===== config.mk =====
export PLATFORM = sky130hd
export DESIGN_NAME = btpc_fifo
export DESIGN_NICKNAME = d
export VERILOG_FILES = /design/src/btpc_pkg.sv /design/src/btpc_fifo.sv
export SDC_FILE = /design/constraint.sdc
export NUM_CORES = 1
export LEC_CHECK = 0
export BUFFER_PORTS_ARGS = -buffer_cell sky130_fd_sc_hd__buf_2
export CAP_MARGIN = 20
export CORE_ASPECT_RATIO = 1.2
export CORE_MARGIN = 2
export CORE_UTILIZATION = 40
export DETAILED_ROUTE_END_ITERATION = 12
export PLACE_DENSITY = 0.57
export SKIP_CTS_REPAIR_TIMING = 1
export SLEW_MARGIN = 20
export SYNTH_ARGS = -nofsm -noshare
export SYNTH_HDL_FRONTEND = slang
export SYNTH_SLANG_ARGS = --single-unit
export TNS_END_PERCENT = 1

===== constraint.sdc =====
create_clock -name clk -period 4.85 [get_ports clk]
set_input_delay 0.97 -clock clk [delete_from_list [all_inputs] [get_ports clk]]
set_output_delay 0.97 -clock clk [all_outputs]
set_load 0.05 [all_outputs]

===== src/btpc_pkg.sv =====
`default_nettype none
// ----------------------------------------------------------------------------
// btpc_pkg
// Shared constants, types and helpers of the barometric compensation block.
// ----------------------------------------------------------------------------
package btpc_pkg;

  localparam int unsigned RawW   = 20;
  localparam int unsigned WordW  = 32;
  localparam int unsigned TempW  = 24;
  localparam int unsigned DivW   = 32;
  localparam int unsigned QDepth = 4;
  localparam int unsigned AddrW  = 5;

  localparam logic [AddrW-1:0] RegTemp      = 5'd0;
  localparam logic [AddrW-1:0] RegPressLow  = 5'd8;
  localparam logic [AddrW-1:0] RegPressHigh = 5'd16;
  localparam logic [AddrW-1:0] RegPressNine = 5'd24;

  localparam logic [31:0] PressOffset = 32'd64000;
  localparam logic [31:0] PressBase   = 32'd1048576;
  localparam logic [31:0] PressScale  = 32'd3125;
  localparam logic [31:0] HalfRange   = 32'h8000_0000;
  localparam logic [31:0] DivBias     = 32'd32768;
  localparam logic [31:0] TempRound   = 32'd128;

  typedef struct packed {
    logic [15:0] t1, t2, t3;
    logic [15:0] p1, p2, p3, p4, p5, p6, p7, p8, p9;
  } coeff_t;

  // Work handed from the front part to the divider side.
  typedef struct packed {
    logic [TempW-1:0] temp;
    logic [31:0]      fine;
    logic [31:0]      dividend;
    logic [31:0]      divisor;
    logic             dbl_after;
  } job_t;

  function automatic logic [31:0] sx16(input logic [15:0] v);
    return {{16{v[15]}}, v};
  endfunction

  function automatic logic [31:0] asr(input logic [31:0] x, input int unsigned n);
    return 32'($signed(x) >>> n);
  endfunction

endpackage
`default_nettype wire


===== src/btpc_fifo.sv =====
`default_nettype none
// ----------------------------------------------------------------------------
// btpc_fifo
// Short job queue between the polynomial front and the divider back.
// ----------------------------------------------------------------------------
module btpc_fifo #(
  parameter int unsigned DEPTH = btpc_pkg::QDepth
) (
  input  wire logic           clk,
  input  wire logic           rst,
  input  wire logic           wr,
  input  wire btpc_pkg::job_t wdata,
  input  wire logic           rd,
  output logic                empty,
  output logic                full,
  output logic [$clog2(DEPTH+1)-1:0] count,
  output btpc_pkg::job_t      rdata
);
  localparam int unsigned AW = (DEPTH > 1) ? $clog2(DEPTH) : 1;
  localparam int unsigned CW = $clog2(DEPTH+1);

  btpc_pkg::job_t mem [DEPTH];
  logic [AW-1:0] wp, rp;

  assign empty = (count == '0);
  assign full  = (count == CW'(DEPTH));
  assign rdata = mem[rp];

  always_ff @(posedge clk) begin
    if (rst) begin
      wp <= '0; rp <= '0; count <= '0;
    end else begin
      if (wr) wp <= (wp == AW'(DEPTH-1)) ? '0 : wp + 1'b1;
      if (rd) rp <= (rp == AW'(DEPTH-1)) ? '0 : rp + 1'b1;
      count <= count + CW'(wr) - CW'(rd);
    end
  end

  always_ff @(posedge clk) begin
    if (wr) mem[wp] <= wdata;
  end

`ifndef ASSERT_OFF
  a_no_over: assert property (@(posedge clk) disable iff (rst) full |-> !wr || rd)
    else $error("queue overflow");
  a_no_under: assert property (@(posedge clk) disable iff (rst) empty |-> !rd)
    else $error("queue underflow");
  a_count: assert property (@(posedge clk) disable iff (rst) count <= CW'(DEPTH))
    else $error("queue count out of range");
`endif
endmodule
`default_nettype wire


==> metrics.cfg, run 1 <==
[route]
wl_um=34800
drtIter0Drc=414
detail-route-antenna-nets=0
drtPass1Iterations=4
vias=8001
drc=0
vias_per_cell=5.07
wl_per_cell_um=22.0

[power]
vdd_ir_drop_max_mv=0.299
p_per_area_nw_per_um2=464
totalPowerFinal_mw=10.0
p_leak_nw=7.25

[clock_tree]
clockBufferDepth=3
h-tree-depth=2
worstSkewPairLatency_ns=0.58
cts.sinks=493
cts_tree=done
path_clk_slew_ns=0.06
cts_root_buf=clkbuf_16
cts_buffers=51

[logic_synthesis]
async_flop_share=0
synthFlopType=edfxtp_1
synth_common_cells=edfxtp_1 (484), mux4_2 (121), buf_12 (10)
ys_seq_elements=493
yosysWarnings=0
synth.yosys.seq_area_share=0.817
synth.top_cell.area_share=0.807
yosysMostFrequentCell=edfxtp_1
synth.distinct_cells=22
avgSynthCellArea_um2=26.7
synth.area.top_cells=edfxtp_1 (81%), mux4_2 (15%), buf_12 (1.1%)
synth_edf_count=484
syn-instance-count=675
syn-cell-area_um2=18000
syn-num-nets=808
synth_top_area_cell=edfxtp_1

[timing]
finalCritPeriodShare=0.741
rsz0062_at_grt=no
fin_hold_ws_ns=0.520
hold_viol_final=0
max-slew-margin-rel=0.371
finalClockSkew_ns=0.0136
finalSetupViolations=0
fmax_ghz=0.278
tightest_slew_ns=0.943
tns_ns=0
drv_slew=0
finalCriticalPeriod_ns=3.60

[place]
dp_hpwl_um=20900
place_area_um2=19900
place.gp.congestion=0.695
io_buffers=250

[floorplan]
io-pin-count=251
die-area_um2=46700
start_util=0.403
rows=85
die_w_um=198
coreArea_um2=44700
die_y_um=236

[critical_path]
reg2reg_to=mem[0][17]
cp_slowest_cell=dfxtp_4
max_stage_delay_ns=0.85
cp_top_family=flip-flops
path_max_fanout=35
cp-start-kind=flip-flop
crit_path_end_kind=primary output
critPathKind=reg2out
r2r_slack_ns=2.72
critPathBufInv=2
required_ns=3.88
worstPathArrival_ns=2.63
reg2reg_depth=4
regToRegStartpoint=wp[0]
crit_chain=buf_4 > mux4_2 > buf_2

[global_routing]
grt_pass1_vias=8350
grt_pass1_wl_um=52000
antenna_found_initial=9
grt_max_degree=71
grt-ovfl-total=0
grtUsageTotal=0.150

[min_path]
hp-class=reg2reg
whs_path_depth=2
hold_start=rp[0]

[final_layout]
finalInstanceArea_um2=21600
syn_to_final_growth_pct=19.8
nets=1104
final.fill_count=3688
drive_above_1_share=0.465

[job]
cap_violations=0

[outcome]
status=completed

[through the flow]
step,instances,utilization,setup slack [ns]
finish,1579,0.483,1.25
global placement,1483,0.446,1.76
floorplan,675,-,0.609
global route,1579,0.483,1.02
detailed placement,1483,0.446,1.73
CTS,1576,0.483,1.10
[cells in the final DEF, fill, tap and decap left out, types with 3 or more instances in the layout]
cell       synthesis  layout
clkbuf_1           1       5
dfxtp_1            9       7
mux4_2           121     121
inv_6              0       3
nor2_1             3       3
clkinv_1           0      17
buf_12            10       5
buf_4              3      15
clkinv_2           0       7
buf_2              9     250
inv_1              6       6
bufinv_16          0       6
edfxtp_1         484     484
diode_2            0       3
and2_4             0       4
ha_1               7       7
clkbuf_16          0      53
[cell type report]
class | count | area (um^2) | share of cell area
repair buffers | 270 | 1460 | 0.0679
inverters | 6 | 22.5 | 0.00104
multi-input cells | 149 | 2990 | 0.138
flip-flops and latches | 493 | 14700 | 0.682
clock inverters | 35 | 320 | 0.0148
diodes | 3 | 7.51 | 0.000348
clock buffers | 58 | 1350 | 0.0623
well taps | 565 | 707 | 0.0328
[worst reg2reg max path, delay by kind of cell, from the launching register on]
kind                       cells  cell delay (ns)
adders and majority gates      1             0.15
and+or+nand+nor                1             0.77
buffers and inverters          2             0.52
DFF                            1             0.35
[per-layer routing]
layer / GRT usage / wire, um / up-vias
li1: - / - / 3514
met1: 0.200 / 14500 / 4170
met3: 0.0499 / 2720 / 62
met4: 0.0433 / 712 / 12
met2: 0.235 / 16800 / 243
met5: 0 / 84 / -
[worst max-delay path by stage]
stage              start         to  slack (ns)  cells after the start
2_1_floorplan         wr  mem[0][0]        0.61                      1
3_3_place_gp   flip-flop  rdata[29]        1.76                      3
3_5_place_dp   flip-flop  rdata[29]        1.73                      3
4_1_cts        flip-flop  rdata[29]        1.10                      3
5_1_grt        flip-flop  rdata[81]        1.02                      3
6_report       flip-flop  rdata[53]        1.25                      3
[state kept, by name, indices dropped and copies added (netlist names), named ones only]
signal / flops
wp: 2
count: 3
rp: 2
mem: 484
[cell families (layout without fill, tap and decap cells)]
| family | count (synthesis) | count (layout) | synth area share |
|---|---|---|---|
| adder cells (fa/ha/maj) | 8 | 8 | 0.00598 |
| flip-flops | 493 | 493 | 0.817 |
| buffers and inverters | 33 | 369 | 0.0176 |
| other | 0 | 3 | 0 |
| XOR/XNOR | 1 | 1 | 0.00132 |
| AO/OA/AOI/OAI | 2 | 2 | 0.000556 |
| multiplexers | 123 | 123 | 0.152 |
| AND/OR/NAND/NOR | 15 | 15 | 0.00500 |
[power breakdown]
part / total (mW) / internal (mW) / switching [mW]
Clock: 3.86 / 2.30 / 1.56
Combinational: 1.21 / 0.363 / 0.848
Sequential: 4.93 / 4.86 / 0.0654
Total: 10.0 / 7.53 / 2.47
(Power assumes the default switching activity.)
==> inputs of run 2 (changes only) <==
==> constraint.sdc (replaced) <==
create_clock -name clk -period 3.59 [get_ports clk]
set_input_delay 0.718 -clock clk [delete_from_list [all_inputs] [get_ports clk]]
set_output_delay 0.718 -clock clk [all_outputs]
set_load 0.05 [all_outputs]
==> run 2 against run 1 <==
Against the previous run: largest power group unchanged; critical path depth stayed put; register-to-register slack worse by 0.98 ns; via count shrank 0.60%; highest routed layer unchanged; total power is 31% higher; clock power is 24% higher; sequential share of layout area up 0.18 points; worst setup slack got worse by 0.83 ns; final cell count fell by 0.25%; global-route usage down 0.14 points; clock skew down 0.0048 ns.
==> metrics.cfg, run 2 (same netlist as run 1, synthesis figures left out) <==
[outcome]
status=completed

[global_routing]
grt_pass1_vias=8403
grt_max_degree=69
grtUsageTotal=0.148
grt_pass1_wl_um=51700
grt-ovfl-total=0
antenna_found_initial=6

[min_path]
hp-class=in2reg

[power]
vdd_ir_drop_max_mv=0.433
switching_share=0.248
p_switching_mw=3.24
p_clk_frac=0.365
pwr-share-comb=0.127
p_per_area_nw_per_um2=608
p_leak_nw=7.22
seq_power_share=0.508
p_int_mw=9.84

[timing]
drv_slew=0
finalClockSkew_ns=0.00883
fin_hold_ws_ns=0.360
rsz0062_at_grt=no
hold_viol_final=0
finalSetupViolations=0
finalCriticalPeriod_ns=3.16
fmax_ghz=0.316
max-slew-margin-rel=0.539
finalCritPeriodShare=0.881
setup_ws_ns=0.426
tightest_slew_ns=0.691
tns_ns=0

[final_layout]
nets=1105
largest_reg_flops=484
final_common_cell=edfxtp_1
final_cell_mix=edfxtp_1 (484), buf_2 (250), mux4_2 (121), clkbuf_16 (48), buf_4 (13)
drive_above_1_share=0.464
regMostFlops=mem
largest_registers=mem (484), count (3)
final.fill_count=3674
syn_to_final_growth_pct=19.5
fin_util=0.482

[clock_tree]
worstSkewPairLatency_ns=0.57
cts.sinks=493
path_clk_slew_ns=0.06
h-tree-depth=2
cts_tree=done
cts_root_buf=clkbuf_16
cts_buffers=47
clockBufferDepth=3

[place]
dp_hpwl_um=20700
preCtsSetupSlack_ns=0.908
place.gp.congestion=0.679
io_buffers=250

[floorplan]
die-area_um2=46700
rows=85
die_w_um=198
io-pin-count=251
start_util=0.403
die_y_um=236
coreArea_um2=44700

[route]
vias_per_cell=5.05
vias=7953
wl_per_cell_um=21.7
detail-route-antenna-nets=0
drc=0
drtPass1Iterations=4
wl_um=34200
drtIter0Drc=339

[critical_path]
path_max_fanout=23
critPathKind=reg2out
required_ns=2.87
crit_path_end_kind=primary output
cp-start-kind=flip-flop
worstPathArrival_ns=2.45
r2r_slack_ns=1.74

[job]
cap_violations=0

==> run 2: worst paths after layout <==
path / from / endpoint / depth (start not counted)
max: flip-flop / rdata[19] / 3
min reg2reg: rp[0] / flip-flop / 2
max reg2reg: wp[0] / mem[2][92] / 4
min: wdata[108] / mem[3][108] / 1
==> run 2: layout make-up <==
class | count | area, um^2 | area share
Antenna cell | 1 | 2.50 | 0.000116
Clock inverter | 25 | 228 | 0.0106
Clock buffer | 61 | 1260 | 0.0586
Multi-Input combinational cell | 149 | 2990 | 0.139
Timing Repair Buffer | 275 | 1590 | 0.0738
Tap cell | 565 | 707 | 0.0329
Inverter | 6 | 22.5 | 0.00105
Sequential cell | 493 | 14700 | 0.684
==> run 2: worst max-delay path, stage by stage (launching register included) <==
cell     delay, ns
dfxtp_4       0.68
buf_4         0.33
mux4_2        0.60
buf_2         0.25
==> run 2: per-stage QoR <==
stage / total power, mW / instances / area [um^2]
3_5_place_dp: 8.47 / 1488 / 20000
4_1_cts: 13.3 / 1574 / 21500
5_1_grt: 13.6 / 1574 / 21500
2_1_floorplan: 8.01 / 675 / 18000
3_3_place_gp: 8.44 / 1488 / 20000
6_report: 13.1 / 1575 / 21500
==> run 2: power groups by stage <==
| stage | logic, mW | clock network, mW | registers, mW |
|---|---|---|---|
| after detailed placement | 1.69 | 0 | 6.78 |
| after floorplan | 1.22 | 0 | 6.78 |
| after CTS | 1.69 | 4.93 | 6.65 |
| final | 1.66 | 4.77 | 6.65 |
| after global placement | 1.68 | 0 | 6.76 |
| after global routing | 1.75 | 5.14 | 6.67 |
==> run 2: metal layers <==
metal,GRT usage,share of wire
met4,0.0426,0.021
met2,0.236,0.48
met3,0.0488,0.071
met1,0.196,0.42
met5,0,0.0016
